[config.mk]
export PLATFORM = sky130hd
export DESIGN_NAME = ass_seq_flat
export DESIGN_NICKNAME = d
export VERILOG_FILES = /design/src/rtl/ass_pkg.sv /design/src/rtl/ass_if.sv /design/src/rtl/ass_seq.sv /design/src/flat_wrapper.sv
export SDC_FILE = /design/constraint.sdc
export NUM_CORES = 1
export LEC_CHECK = 0
export ABC_CLOCK_PERIOD_IN_PS = 8900
export BUFFER_PORTS_ARGS = -buffer_cell sky130_fd_sc_hd__buf_2
export CELL_PAD_IN_SITES_DETAIL_PLACEMENT = 0
export CELL_PAD_IN_SITES_GLOBAL_PLACEMENT = 1
export CORE_MARGIN = 3
export CORE_UTILIZATION = 23
export DETAILED_ROUTE_END_ITERATION = 16
export GPL_ROUTABILITY_DRIVEN = 1
export PLACE_DENSITY = 0.48
export SKIP_CTS_REPAIR_TIMING = 1
export SLEW_MARGIN = 20
export SYNTH_ARGS = -nofsm -noshare
export SYNTH_HDL_FRONTEND = slang
export SYNTH_SLANG_ARGS = --single-unit
[constraint.sdc]
create_clock -name clock -period 8.9 [get_ports clock]
set_input_delay 1.78 -clock clock [delete_from_list [all_inputs] [get_ports clock]]
set_output_delay 1.78 -clock clock [all_outputs]
set_load 0.02 [all_outputs]
[src/rtl/ass_pkg.sv]
// Shared types, constants and the arctangent table of the annulus sector strip generator.
`default_nettype none
package ass_pkg;

   localparam int MAX_SIDES_DEFAULT     = 31;
   localparam int CORDIC_STAGES_DEFAULT = 16;
   localparam int ATAN_LEN              = 24;

   // Q4.30 start vector with the CORDIC gain folded in, and the unit clamp
   localparam logic signed [33:0] CORDIC_X0 = 34'sd652032874;
   localparam logic signed [33:0] Q30_ONE   = 34'sd1073741824;

   typedef enum logic [1:0] {
      ST_IDLE,
      ST_DIV,
      ST_EMIT
   } seq_state_type;

   // per-vertex data that rides along with the CORDIC pipeline
   typedef struct packed {
      logic signed [31:0] cx;
      logic signed [31:0] cy;
      logic [30:0]        rad;
      logic [5:0]         idx;
      logic               last;
   } side_type;

   // one vertex word from the sequencer
   typedef struct packed {
      logic        vld;
      logic [15:0] ang;
      side_type    side;
   } seq_word_type;

   // arctangent of 2^-i in 2^32 units per turn
   function automatic logic signed [31:0] atan_entry(input int i);
      logic signed [31:0] v;
      case (i)
         0:       v = 32'sd536870912;
         1:       v = 32'sd316933406;
         2:       v = 32'sd167458907;
         3:       v = 32'sd85004756;
         4:       v = 32'sd42667331;
         5:       v = 32'sd21354465;
         6:       v = 32'sd10679838;
         7:       v = 32'sd5340245;
         8:       v = 32'sd2670163;
         9:       v = 32'sd1335087;
         10:      v = 32'sd667544;
         11:      v = 32'sd333772;
         12:      v = 32'sd166886;
         13:      v = 32'sd83443;
         14:      v = 32'sd41722;
         15:      v = 32'sd20861;
         16:      v = 32'sd10430;
         17:      v = 32'sd5215;
         18:      v = 32'sd2608;
         19:      v = 32'sd1304;
         20:      v = 32'sd652;
         21:      v = 32'sd326;
         22:      v = 32'sd163;
         23:      v = 32'sd81;
         default: v = 32'sd0;
      endcase
      return v;
   endfunction

endpackage
`default_nettype wire

[src/rtl/ass_if.sv]
// Request and response channel interfaces of the annulus sector strip generator.
`default_nettype none
interface ass_req_if;
   logic               valid;
   logic               ready;
   logic signed [31:0] center_x;
   logic signed [31:0] center_y;
   logic [30:0]        inner_radius;
   logic [30:0]        outer_radius;
   logic signed [19:0] start_angle;
   logic signed [19:0] end_angle;
   logic [4:0]         side_count;

   modport source (output valid, center_x, center_y, inner_radius, outer_radius,
                   start_angle, end_angle, side_count, input ready);
   modport sink   (input valid, center_x, center_y, inner_radius, outer_radius,
                   start_angle, end_angle, side_count, output ready);
endinterface

`default_nettype wire

[src/rtl/ass_seq.sv]
// Request sequencer: angle step division and per-vertex angle and radius generation.
`default_nettype none
module ass_seq #(
   parameter int MAX_SIDES = ass_pkg::MAX_SIDES_DEFAULT
) (
   input  logic                 clock,
   input  logic                 reset,
   ass_req_if.sink              req_chan,
   input  logic                 take,
   output ass_pkg::seq_word_type word
);
   import ass_pkg::*;

   localparam logic [4:0] MAX_N     = 5'(MAX_SIDES);
   localparam int         DIV_STEPS = 21;

   seq_state_type      state_ff, state_in;
   logic signed [31:0] cx_ff, cy_ff;
   logic [30:0]        rin_ff, rout_ff;
   logic [15:0]        a0_ff, a1_ff;
   logic               neg_ff;
   logic [5:0]         m_ff, last_idx_ff, v_ff;
   logic [20:0]        num_ff;
   logic [6:0]         rem_ff;
   logic [4:0]         cnt_ff;
   logic [15:0]        q_ff;
   logic [5:0]         r_ff;

   logic [4:0]         n_sel;
   logic signed [20:0] delta;
   logic [6:0]         trial;
   logic               bit_q;
   logic [6:0]         r_sum;
   logic               wrap;
   logic [15:0]        step_ang;

   // clamp the side count
   always_comb begin
      if (req_chan.side_count == 5'd0) begin
         n_sel = 5'd1;
      end else if (req_chan.side_count > MAX_N) begin
         n_sel = MAX_N;
      end else begin
         n_sel = req_chan.side_count;
      end
      delta = 21'(req_chan.end_angle) - 21'(req_chan.start_angle);
   end

   // restoring divide step of |delta| by 2(n-1)
   always_comb begin
      trial = {rem_ff[5:0], num_ff[20]};
      bit_q = (trial >= {1'b0, m_ff});
   end

   // step the k*|delta|/m accumulator
   always_comb begin
      r_sum = {1'b0, r_ff} + rem_ff;
      wrap  = (m_ff != 6'd0) && (r_sum >= {1'b0, m_ff});
   end

   always_comb begin
      state_in = state_ff;
      unique case (state_ff)
         ST_IDLE: if (req_chan.valid) state_in = ST_DIV;
         ST_DIV:  if (cnt_ff == 5'(DIV_STEPS - 1)) state_in = ST_EMIT;
         ST_EMIT: if (take && v_ff == last_idx_ff) state_in = ST_IDLE;
         default: state_in = ST_IDLE;
      endcase
   end

   always_ff @(posedge clock) begin
      if (reset) begin
         state_ff <= ST_IDLE;
      end else begin
         state_ff <= state_in;
      end
   end

   // capture request, divide, then walk the vertices
   always_ff @(posedge clock) begin
      unique case (state_ff)
         ST_IDLE: begin
            cx_ff       <= req_chan.center_x;
            cy_ff       <= req_chan.center_y;
            rin_ff      <= req_chan.inner_radius;
            rout_ff     <= req_chan.outer_radius;
            a0_ff       <= req_chan.start_angle[15:0];
            a1_ff       <= req_chan.end_angle[15:0];
            neg_ff      <= delta[20];
            num_ff      <= delta[20] ? 21'(-delta) : 21'(delta);
            m_ff        <= {n_sel, 1'b0} - 6'd2;
            last_idx_ff <= {n_sel, 1'b0};
            rem_ff      <= 7'd0;
            cnt_ff      <= 5'd0;
            v_ff        <= 6'd0;
            q_ff        <= 16'd0;
            r_ff        <= 6'd0;
         end
         ST_DIV: begin
            rem_ff <= bit_q ? trial - {1'b0, m_ff} : trial;
            num_ff <= {num_ff[19:0], bit_q};
            cnt_ff <= cnt_ff + 5'd1;
         end
         ST_EMIT: begin
            if (take) begin
               v_ff <= v_ff + 6'd1;
               if (v_ff != 6'd0) begin
                  q_ff <= q_ff + num_ff[15:0] + {15'd0, wrap};
                  r_ff <= wrap ? 6'(r_sum - {1'b0, m_ff}) : r_sum[5:0];
               end
            end
         end
         default: ;
      endcase
   end

   assign step_ang = a0_ff + (neg_ff ? 16'(-q_ff) : q_ff);

   // present the current vertex
   always_comb begin
      word.vld       = (state_ff == ST_EMIT);
      word.side.last = (v_ff == last_idx_ff);
      word.ang       = word.side.last ? a1_ff : step_ang;
      word.side.rad  = v_ff[0] ? rin_ff : rout_ff;
      word.side.cx   = cx_ff;
      word.side.cy   = cy_ff;
      word.side.idx  = v_ff;
   end

   assign req_chan.ready = (state_ff == ST_IDLE);

endmodule
`default_nettype wire

[src/flat_wrapper.sv]
// flat-port wrapper written by rule: the top's interface ports become plain ports
module ass_seq_flat import ass_pkg::*;
#(
   parameter int MAX_SIDES = ass_pkg::MAX_SIDES_DEFAULT
)
  (clock, reset, take, word, req_chan_valid, req_chan_center_x, req_chan_center_y, req_chan_inner_radius, req_chan_outer_radius, req_chan_start_angle, req_chan_end_angle, req_chan_side_count, req_chan_ready);
  ass_req_if req_chan_i ();
  input  logic clock;
  input  logic reset;
  input  logic take;
  output ass_pkg::seq_word_type word;
  input wire logic [$bits(req_chan_i.valid)-1:0] req_chan_valid;
  input wire logic [$bits(req_chan_i.center_x)-1:0] req_chan_center_x;
  input wire logic [$bits(req_chan_i.center_y)-1:0] req_chan_center_y;
  input wire logic [$bits(req_chan_i.inner_radius)-1:0] req_chan_inner_radius;
  input wire logic [$bits(req_chan_i.outer_radius)-1:0] req_chan_outer_radius;
  input wire logic [$bits(req_chan_i.start_angle)-1:0] req_chan_start_angle;
  input wire logic [$bits(req_chan_i.end_angle)-1:0] req_chan_end_angle;
  input wire logic [$bits(req_chan_i.side_count)-1:0] req_chan_side_count;
  output wire logic [$bits(req_chan_i.ready)-1:0] req_chan_ready;
  assign req_chan_i.valid = req_chan_valid;
  assign req_chan_i.center_x = req_chan_center_x;
  assign req_chan_i.center_y = req_chan_center_y;
  assign req_chan_i.inner_radius = req_chan_inner_radius;
  assign req_chan_i.outer_radius = req_chan_outer_radius;
  assign req_chan_i.start_angle = req_chan_start_angle;
  assign req_chan_i.end_angle = req_chan_end_angle;
  assign req_chan_i.side_count = req_chan_side_count;
  assign req_chan_ready = req_chan_i.ready;
  ass_seq #(.MAX_SIDES(MAX_SIDES)) u_core (.clock(clock), .reset(reset), .req_chan(req_chan_i), .take(take), .word(word));
endmodule
# Word level (Yosys, flattened, before mapping)
# Index checks and enable logic that the tools add are counted.
[word_totals]
mem_count = 0
word_cells = 74
latchBits = 0
rom_bits = 0
inputBits = 175
out_inout_bits = 120
ramBits = 0
reg_bits = 233
[op_classes]
n_bitwise = 0
div_mod_pow = 0
n_reduce_logical = 11
n_lt_le_gt_ge = 3
mux = 23
multipliers = 0
addsub = 12
shift = 0
n_eq_ne = 9
[op_table]
columns = ["op", "count"]
rows = [
  ["2-to-1 mux 16 bit", 4],
  ["case mux 21 bit (2 select lines)", 1],
  ["adder 16 bit", 2],
  ["case mux 16 bit (2 select lines)", 1],
  ["2-to-1 mux 31 bit", 1],
  ["2-to-1 mux 6 bit", 4],
  ["case mux 6 bit (2 select lines)", 2],
  ["2-to-1 mux 21 bit", 1],
  ["negation 21 bit", 1],
  ["subtractor 20 x 20 -> 21 bit", 1],
  ["adder 16 x 1 -> 16 bit", 1],
  ["negation 16 bit", 1],
  [">= comparator 7 x 6 -> 1 bit", 2],
  ["case mux 7 bit (2 select lines)", 1],
  ["nonzero test 6 bit", 2],
  ["2-to-1 mux 5 bit", 2],
  ["case mux 5 bit (2 select lines)", 1],
  ["adder 6 x 7 -> 7 bit", 1],
  ["2-to-1 mux 7 bit", 1],
  ["subtractor 7 x 6 -> 7 bit", 1],
  ["adder 6 x 1 -> 6 bit, second input constant", 1],
  ["equality test 6 bit", 1],
  ["2-to-1 mux 2 bit", 3],
  ["!= test 2 x 1 -> 1 bit, second input constant", 3],
  ["15 further kinds", 19],
]

# Depth between registers and ports, before layout
# Gate-level depths: netlist of the first run.
[depth]
word_depth = 7
depth_mapped = 24
depth_no_buf = 24

# Worst setup path before layout of the first run
# Ideal clock, no wire load.
[synth_timing]
kind = "flip-flop to flip-flop"
startpoint = "register u_core.state_ff[0]"
endpoint = "register u_core.q_ff[0] (enable)"
arrival_time_ns = 9.565
n_path_buf = 0
setup_time_ns = 0.435
period_less_slack_ns = 10.000
setup_slack_ns = -1.100
t_required_ns = 8.465
stages_incl_launch_ff = 4
cell_sequence = "dfxtp_1 nor2_1 nor3b_1 a21boi_0"
[synth_between]
elab_chain_len = 3
word_cells_on_any_way = 6
classes_between = "eq/ne (3); reduce/logical (3)"
[synth_lines]
columns = ["item", "line_no", "rtl"]
rows = [
  ["start: declaration", "ass_seq.sv:17", "seq_state_type state_ff, state_in;"],
  ["start signal: assignment", "ass_seq.sv:75", "state_ff <= state_in;"],
  ["logical NOT 2 bit", "n/a", ""],
  ["named net req_chan_ready", "flat_wrapper.sv:20", "output wire logic [$bits(req_chan_i.ready)-1:0] req_chan_ready;"],
  ["nonzero test 2 bit (no source line)", "n/a", ""],
  ["AND reduction 3 bit (no source line)", "n/a", ""],
  ["end signal: assignment", "ass_seq.sv:108", "q_ff <= q_ff + num_ff[15:0] + {15'd0, wrap};"],
  ["end: declaration", "ass_seq.sv:26", "logic [15:0] q_ff;"],
]
# The timed path passes the listed nets, and every way through them passes these cells.
# A chain may end at the register's enable or synchronous reset.

==> results of run 1 <==
[synthesized netlist by cell type, types with 6 or more instances]
| library cell | count |
|---|---|
| fa_1 | 7 |
| and2_1 | 13 |
| a211oi_1 | 6 |
| o21ai_0 | 26 |
| a31oi_1 | 9 |
| o21ai_1 | 10 |
| xnor2_1 | 60 |
| o31ai_1 | 6 |
| nor2_1 | 111 |
| xor2_1 | 39 |
| edfxtp_1 | 230 |
| nor3_1 | 18 |
| nand2b_1 | 7 |
| mux2i_1 | 8 |
| nand2_1 | 48 |
| a21oi_1 | 72 |
| ha_1 | 72 |
| nand3_1 | 13 |
| mux2_2 | 31 |
| and3_1 | 6 |
| inv_1 | 57 |
| clkbuf_1 | 21 |
| nor2b_1 | 7 |
| a21o_1 | 26 |
[final cells by class]
type | count | share of cell area (%)
diodes | 1 | 0.0162
repair buffers | 304 | 10.0
well taps | 680 | 5.52
clock inverters | 23 | 1.77
clock buffers | 29 | 4.57
flip-flops and latches | 232 | 45.1
multi-input cells | 667 | 31.6
inverters | 57 | 1.39
[critical path, delay by kind of cell, from the launching register on]
kind	cells	cell delay [ns]
AND/OR/NAND/NOR	1	0.05
adder cells (fa/ha/maj)	2	0.64
AO/OA/AOI/OAI	9	2.00
XOR/XNOR	1	0.16
flip-flops	1	0.47
buffers and inverters	2	0.31
[flip-flops by register name, indices dropped and copies added, names as in the netlist, 7 cells and up]
name,cells
u_core.q_ff,16
u_core.cy_ff,32
u_core.a0_ff,16
u_core.rin_ff,31
u_core.rout_ff,31
u_core.num_ff,21
u_core.rem_ff,7
u_core.a1_ff,16
u_core.cx_ff,32
[cell families after synthesis]
kind of cell	count (synthesis)	synth area share (%)
AO/OA/AOI/OAI	197	10.5
buffers and inverters	82	2.63
multiplexers	39	3.54
flip-flops	232	57.3
XOR/XNOR	100	7.38
AND/OR/NAND/NOR	252	9.97
adder cells (fa/ha/maj)	79	8.59
[routing by layer]
layer	vias to the layer above	track usage, %	wire [um]
met5	-	0	0
met4	0	3.13	792
met3	40	2.33	1450
met2	169	21.7	17500
met1	4132	16.6	16500
li1	4238	-	-
[power breakdown]
part	leakage (nW)	internal, mW	switching (mW)
registers	2.38	1.32	0.0517
logic	3.60	0.362	0.541
clock network	0.480	0.747	0.482
[worst max path at each step]
stage                       start         endpoint
2_1_floorplan  u_core.state_ff[0]   u_core.q_ff[0]
3_3_place_gp     u_core.rem_ff[0]  u_core.q_ff[14]
3_5_place_dp     u_core.rem_ff[0]  u_core.q_ff[14]
4_1_cts            u_core.q_ff[0]        word[116]
5_1_grt            u_core.q_ff[0]        word[116]
6_report           u_core.q_ff[0]        word[117]
==> metrics.md, run 1 <==
| Metric | Value |
|---|---|
| Status | `complete, no violations` |
| CP required | `7.12 ns` |
| Pwr per Cell Area | `228 mW/mm^2` |
| Final hold vios | `0` |
| Main synth FF type | `edfxtp_1` |
| Critical path's most frequent cell | `a21oi_1` |
| Die H | `236 um` |
| Mapped Area | `0.0121 mm^2` |
| Commonest non-fill, non-tap cell in the layout | `buf_2` |
| FFs w/ async S/R, synth | `0%` |
| # fillers | `5408` |
| Fraction of the cycle the final worst path needs | `67.3%` |
| DR vias | `8579` |
| Seq/Total Area, Yosys | `57.3%` |
| CP Max Fanout | `4` |
| Io pins | `295` |
| F_max | `167 MHz` |
| Routed wire length | `36.2 mm` |
| Worst endpoint data arrival time | `4.21 ns` |
| Hold Path Origin | `u_core.num_ff[17]` |
| Area leader, netlist | `edfxtp_1` |
| CTS tree | `yes` |
| Non-filler cells, final | `1993` |
| Post-synthesis net count | `1235` |
| Multi-input logic area | `0.00487 mm^2` |
| TritonRoute pass-1 iters | `5` |
| HPWL Detailed | `27.8 mm` |
| Synth top area cells | `edfxtp_1, ha_1, xnor2_1` |
| Synth Register Bits | `232` |
| Port bufs | `294` |
| Routability cong. | `0.775` |
| Row count | `83` |
| Worst-margin pin slew | `0.917 ns` |
| Vias in the first global route | `8938` |
| Worst Hold Path EP | `u_core.num_ff[18]` |
| Leak Pwr | `6.47 nW` |
| Gr ovfl total | `0` |
| Sequential Area | `0.00695 mm^2` |
| Final Cell Area | `0.0154 mm^2` |
| Initial cell density of the core | `23.4%` |
| Largest net degree at the start of global routing | `61` |
| CP Class | `flop to output port` |
| Setup TNS | `0 ns` |
| Clock buffer depth | `3` |
| CTS clk-pin slew, worst paths | `0.06 ns` |
| Via density | `4.30` |
| Synth Instances | `981` |
| HP Class | `flop to flop` |
| Hold depth | `2` |
| Setup Skew | `0.0258 ns` |
| Setup violations, final | `0` |
| Total CTS buffers | `28` |
| Area after DPL | `0.0144 mm^2` |
| FF-to-FF setup slack | `3.30 ns` |
| Maximum VDD drop | `0.0969 mV` |
| Min Tclk post-route | `5.99 ns` |
| Initial antenna violation count | `1` |
| WL/cell | `18.2 um` |
| DRT iter0 DRCs | `399` |
| Die area | `0.0555 mm^2` |
| # clock sinks | `232` |
| Worst path max stage delay | `0.47 ns` |
| Syn_area_per_cell | `12.4 um^2` |
| Hold WS | `0.534 ns` |
| Synth warn | `0` |
| First-pass GRT wire length | `54.8 mm` |
| Antenna Violating Nets Remaining | `0` |
| Dpl cells | `1940` |
| Area grow syn2layout | `27.2%` |
| Total GRT Usage | `12.7%` |
| Die W | `236 um` |
| Worst reg2reg startpoint | `u_core.rem_ff[0]` |
| CP max-delay cell | `edfxtp_1` |
| Worst path cell trace | `inv_1, ha_1, nand2_1, o21ai_0, ha_1, a211o_1, o211ai_1, a21oi_1, a211o_1, a21o_1, a21oi_1, o21ai_0, xnor2_1, a21oi_1, buf_2` |
| Relative slew margins | `38.9%` |
| RSZ-0062 raised after global routing | `false` |
| Crit. End Element | `output port` |
| Core Util, Final | `29.8%` |
| Synth cell types | `70` |
| Area share of the largest cell type after synthesis | `57.0%` |
| Post-synth EDFFs | `230` |
| Residual DRC | `0` |
| Overall power | `3.51 mW` |
| Crit start category | `flop` |
| Core ar. | `0.0517 mm^2` |
| Max Slew Vio Count | `0` |
| Ratio of cells with drive above 1 in the final layout | `30.3%` |
| Place WS | `3.31 ns` |
| Most frequent cells in the layout | `buf_2, edfxtp_1, nor2_1, a21oi_1, ha_1` |
| RR Endpoint | `u_core.q_ff[14]` |
| Clk_lat worst skew | `0.57 ns` |
| Post-route setup slack | `2.91 ns` |
| CTS Root Cell | `clkbuf_16` |
| FF-to-FF path depth | `24` |
| Max-cap violations | `0` |
| Nets | `1544` |
| H-tree depth | `1` |
No activity file was read; power rests on OpenSTA's default activity.
==> run 2: changes to the inputs <==
- ABC_AREA: unset -> 1
- ABC_CLOCK_PERIOD_IN_PS: 8900 -> 6100
- clock period: 8.9 -> 6.1 ns (I/O delays scaled with it)
==> metrics.md, run 2 <==
| Metric | Value |
|---|---|
| H-tree depth | `1` |
| Row count | `85` |
| Maximum VDD drop | `0.231 mV` |
| Buf/Inv on CP | `3` |
| RSZ-0062 raised after global routing | `false` |
| Worst endpoint data arrival time | `4.17 ns` |
| Setup TNS | `0 ns` |
| Die H | `240 um` |
| Total CTS buffers | `30` |
| Die W | `240 um` |
| Dpl cells | `2306` |
| Relative slew margins | `41.4%` |
| Status | `complete, no violations` |
| Syn_area_per_cell | `9.47 um^2` |
| Setup violations, final | `0` |
| Crit start category | `flop` |
| Non-filler cells, final | `2364` |
| Sequential Area | `0.00695 mm^2` |
| Area grow syn2layout | `26.2%` |
| Area share of the largest cell type after synthesis | `54.8%` |
| Most frequent cells in the layout | `nand2_1, buf_2, edfxtp_1, inv_1, a21oi_1` |
| DR vias | `9978` |
| Clock buffer depth | `3` |
| Pwr per Cell Area | `407 mW/mm^2` |
| FFs w/ async S/R, synth | `0%` |
| Post-synthesis net count | `1585` |
| TritonRoute pass-1 iters | `6` |
| Final hold vios | `0` |
| First-pass GRT wire length | `60.8 mm` |
| Main synth FF type | `edfxtp_1` |
| Synth Register Bits | `232` |
| Biggest regs | `u_core.cx_ff: 32 flops, u_core.cy_ff: 32 flops` |
| Leak Pwr | `7.34 nW` |
| CP required | `4.88 ns` |
| DRT iter0 DRCs | `545` |
| CP Class | `flop to output port` |
| Port bufs | `294` |
| CP max-delay cell | `edfxtp_1` |
| CTS clk-pin slew, worst paths | `0.05 ns` |
| Ratio of cells with drive above 1 in the final layout | `22.1%` |
| Mapped Area | `0.0126 mm^2` |
| Worst path cell trace | `inv_1, ha_1, inv_1, nor3_1, nand2_1, nor3_1, nand2_1, nand2_1, xor2_1, ha_1, nand2_1, nor2_1, nand3_1, nand4_1, a31o_2, or2_2, a31oi_1, buf_2` |
| Routability cong. | `0.789` |
| Commonest non-fill, non-tap cell in the layout | `nand2_1` |
| Worst path top cell family by delay | `simple AND/OR/NAND/NOR gates` |
| Io pins | `295` |
| Antenna Violating Nets Remaining | `0` |
| Worst-margin pin slew | `0.879 ns` |
| Post-synth EDFFs | `230` |
| Most frequent cell after synthesis | `nand2_1` |
| Worst path max stage delay | `0.48 ns` |
| WL/cell | `17.2 um` |
| CP Max Fanout | `6` |
| Vias in the first global route | `10.0k` |
| Area leader, netlist | `edfxtp_1` |
| CTS Root Cell | `clkbuf_16` |
| Seq/Total Area, Yosys | `55.1%` |
| CTS tree | `yes` |
| Clk_lat worst skew | `0.57 ns` |
| Total GRT Usage | `13.8%` |
| List of most frequent post-synthesis cells | `nand2_1, edfxtp_1, inv_1` |
| Min Tclk post-route | `5.39 ns` |
| Initial cell density of the core | `23.3%` |
| Critical path's most frequent cell | `nand2_1` |
| Multi-input logic area | `0.00494 mm^2` |
| Core ar. | `0.0540 mm^2` |
| F_max | `186 MHz` |
| Nets | `1896` |
| # fillers | `5698` |
| Initial antenna violation count | `2` |
| Synth top area cells | `edfxtp_1, nand2_1, ha_1` |
| Crit. End Element | `output port` |
| Via density | `4.22` |
| Routed wire length | `40.6 mm` |
| Die area | `0.0577 mm^2` |
| Fraction of the cycle the final worst path needs | `88.3%` |
| Synth Instances | `1331` |
| HPWL Detailed | `31.3 mm` |
| Largest net degree at the start of global routing | `125` |
| Setup Skew | `0.00745 ns` |
| Max-cap violations | `0` |
| HP Class | `flop to flop` |
| Synth cell types | `44` |
| Synth warn | `0` |
| Max Slew Vio Count | `0` |
| # clock sinks | `232` |
| Residual DRC | `0` |
| Gr ovfl total | `0` |
run 2: cell count changes in the layout (fill, tap and decap cells not counted), sizes merged, moves of 21 or more:
cell / previous run / this run
mux2: 31 / 0
o21ai: 36 / 57
nand3: 14 / 77
nand2: 48 / 414
xnor2: 61 / 18
nor2: 112 / 75
inv: 58 / 165
a21o: 26 / 2
run 2: power breakdown:
| group | switching (mW) | internal [mW] |
|---|---|---|
| Combinational | 1.65 | 0.819 |
| Clock | 0.712 | 1.04 |
| Sequential | 0.147 | 2.10 |
run 2: stage by stage:
step	cell area (um^2)	hold slack [ns]	worst slack (ns)	power (mW)	utilization (%)
floorplan	12600	0.495	1.54	3.94	-
global placement	14900	0.513	0.954	4.81	27.6
detailed placement	14900	0.517	0.908	4.79	27.6
CTS	15900	0.532	0.553	6.61	29.4
global route	15900	0.552	0.228	6.97	29.4
finish	15900	0.528	0.712	6.48	29.4
run 2: final timing paths:
path                                         from                 to  slack, ns  cells after the start
worst max-delay path               u_core.q_ff[0]          word[115]       0.71                     18
worst min-delay path            u_core.num_ff[16]  u_core.num_ff[17]       0.53                      2
worst max register to register   u_core.rem_ff[0]    u_core.q_ff[12]       0.91                     23
worst min register to register  u_core.num_ff[16]  u_core.num_ff[17]       0.53                      2
run 2: layout make-up:
type                            instances  share of cell area [%]
Antenna cell                            2                  0.0315
Multi-Input combinational cell        909                    31.1
Sequential cell                       232                    43.7
Inverter                              165                    3.89
Clock buffer                           41                    5.04
Tap cell                              696                    5.48
Clock inverter                         15                    1.01
Timing Repair Buffer                  304                    9.80
run 2: logic make-up after synthesis:
family                   Yosys count  share of synthesized area [%]
AND/OR/NAND/NOR                  612                           20.1
flip-flops                       232                           55.1
buffers and inverters            190                           5.77
AO/OA/AOI/OAI                    169                           7.39
adder cells (fa/ha/maj)           79                           8.26
XOR/XNOR                          49                           3.40
run 2: routing by layer:
metal  up-vias  track usage (%)  share of wire, %
li1       5108                -                 -
met2       169             25.0                51
met4         0             3.32               1.9
met5         -                0                 0
met1      4659             17.3                44
met3        42             2.03               3.7
run 2: worst reg2reg max path, cell delays in order, from the launching register on:
cell and delay [ns]:
edfxtp_1 0.37, ha_1 0.17, inv_1 0.06, fa_1 0.40, o211ai_1 0.28, xor2_1 0.22, inv_1 0.07, ha_1 0.32
a21oi_1 0.23, nor2_1 0.06, a311oi_1 0.20, nand3_1 0.10, nand2_1 0.20, inv_1 0.16, fa_1 0.42, fa_1 0.41
nand3_1 0.11, a21oi_1 0.08, nor2_1 0.25, o21ai_0 0.18, a21boi_0 0.29, o21ai_0 0.14, o21ai_0 0.16, a21oi_1 0.05
==> run 3: changes to the inputs <==
- CORE_UTILIZATION: 23 -> 41
- PLACE_DENSITY: 0.48 -> unset
- PLACE_DENSITY_LB_ADDON: unset -> 0.1
==> metrics.md, run 3 (synthesis gave the netlist of run 2 again) <==
| Metric | Value |
|---|---|
| CP Class | `flop to output port` |
| Post-route setup slack | `0.749 ns` |
| F_max | `187 MHz` |
| Min Tclk post-route | `5.35 ns` |
| Setup violations, final | `0` |
| CP required | `4.88 ns` |
| Status | `complete, no violations` |
| GRT met3 Usage | `3.26%` |
| Met1 Track Usage GR | `27.6%` |
| GR peak layer | `met2` |
| DR vias | `10.1k` |
| Fraction of the cycle the final worst path needs | `87.7%` |
| Gr ovfl total | `0` |
| Clock buffer depth | `3` |
| First-pass GRT wire length | `53.8 mm` |
| Max Slew Vio Count | `0` |
| Worst endpoint data arrival time | `4.13 ns` |
| Area grow syn2layout | `22.7%` |
| Routability cong. | `0.872` |
| Row count | `63` |
| CP max-delay cell | `edfxtp_1` |
| Antenna Violating Nets Remaining | `0` |
| Initial antenna violation count | `1` |
| Most frequent cells in the layout | `nand2_1, buf_2, edfxtp_1, inv_1, a21oi_1` |
| Biggest regs | `u_core.cx_ff: 32 flops, u_core.cy_ff: 32 flops` |
| Die H | `181 um` |
| Initial cell density of the core | `42.1%` |
| Critical path's most frequent cell | `nand2_1` |
| TritonRoute pass-1 iters | `6` |
| Setup TNS | `0 ns` |
| HP Class | `flop to flop` |
| Final hold vios | `0` |
| Worst path cell trace | `inv_1, ha_1, inv_1, nor3_1, nand2_1, nor3_1, nand2_1, nand2_1, xor2_1, ha_1, nand2_1, nor2_1, nand3_1, nand4_1, a31o_2, or2_2, a31oi_1, buf_2` |
| Pwr per Cell Area | `412 mW/mm^2` |
| Residual DRC | `0` |
| Area after DPL | `0.0145 mm^2` |
| Dpl cells | `1999` |
| H-tree depth | `1` |
| Max-cap violations | `0` |
| Routed wire length | `35.0 mm` |
| GR met2 Demand/Resource | `35.3%` |
| Port bufs | `294` |
| Die area | `0.0329 mm^2` |
| Non-filler cells, final | `2048` |
| Nets | `1892` |
| Ratio of cells with drive above 1 in the final layout | `22.2%` |
| Die W | `181 um` |
| Leak Pwr | `7.31 nW` |
| Relative slew margins | `30.9%` |
| WL/cell | `17.1 um` |
| Core ar. | `0.0300 mm^2` |
| CP Max Fanout | `6` |
| Via density | `4.93` |
| Clk_lat worst skew | `0.54 ns` |
| CTS Root Cell | `clkbuf_16` |
| Largest net degree at the start of global routing | `72` |
| HPWL Detailed | `27.3 mm` |
| Vias in the first global route | `9727` |
| RSZ-0062 raised after global routing | `false` |
| Crit start category | `flop` |
| Maximum VDD drop | `0.228 mV` |
| Commonest non-fill, non-tap cell in the layout | `nand2_1` |
| Crit. End Element | `output port` |
| Final Cell Area | `0.0155 mm^2` |
| CTS tree | `yes` |
| Worst-margin pin slew | `1.03 ns` |
| Worst path max stage delay | `0.45 ns` |
| Place WS | `0.940 ns` |
| Total CTS buffers | `27` |
| # clock sinks | `232` |
| CTS clk-pin slew, worst paths | `0.06 ns` |
| DRT iter0 DRCs | `647` |
| Total GRT Usage | `20.7%` |
| Io pins | `295` |
| Setup Skew | `0.00712 ns` |
## run 3: changes by cell type in the layout (fill, tap and decap cells not counted), sizes merged
| cell | delta |
|---|---|
| clkbuf | -14 |
| buf | -1 |
| clkinv | +3 |
| clkinvlp | +1 |
| diode | -1 |
| bufinv | +2 |
## run 3: final timing paths
kind	start	to	slack, ns	cells past startpoint
worst max-delay path	u_core.q_ff[1]	word[115]	0.75	18
worst min-delay path	u_core.num_ff[19]	u_core.num_ff[20]	0.53	2
worst min register to register	u_core.num_ff[19]	u_core.num_ff[20]	0.53	2
worst max register to register	u_core.rem_ff[0]	u_core.q_ff[12]	0.92	23
## run 3: per-layer routing
layer	up-vias	wire length [um]
met1	4673	15700
met4	0	924
met2	254	16600
li1	5109	-
met3	59	1730
met5	-	0
## run 3: cell type report
type                    count  area (um^2)
fillers                  2880        14500
diodes                      1         2.50
clock inverters            21          251
repair buffers            303         1540
well taps                 390          488
clock buffers              27          676
multi-input cells         909         4940
inverters                 165          619
flip-flops and latches    232         6950
## run 3: worst max-delay path: cells and delay by family (launching register included)
kind                       cells  cell delay, ns
AOI/OAI and AO/OA              2            0.54
xor gates and xnor gates       1            0.16
adders and majority gates      2            0.45
buffers and inverters          3            0.42
DFF                            1            0.45
and+or+nand+nor               10            1.55
## run 3: where the power goes
group | switching, mW | total, mW | internal [mW]
Combinational | 1.62 | 2.44 | 0.816
Sequential | 0.154 | 2.26 | 2.10
Clock | 0.655 | 1.68 | 1.02
## run 3: stage by stage
stage / hold WS (ns) / util, % / power, mW
after global routing: 0.548 / 51.6 / 6.80
after CTS: 0.537 / 51.6 / 6.43
after floorplan: 0.495 / - / 3.94
final: 0.531 / 51.6 / 6.37
after detailed placement: 0.524 / 48.5 / 4.73
after global placement: 0.507 / 48.5 / 4.71
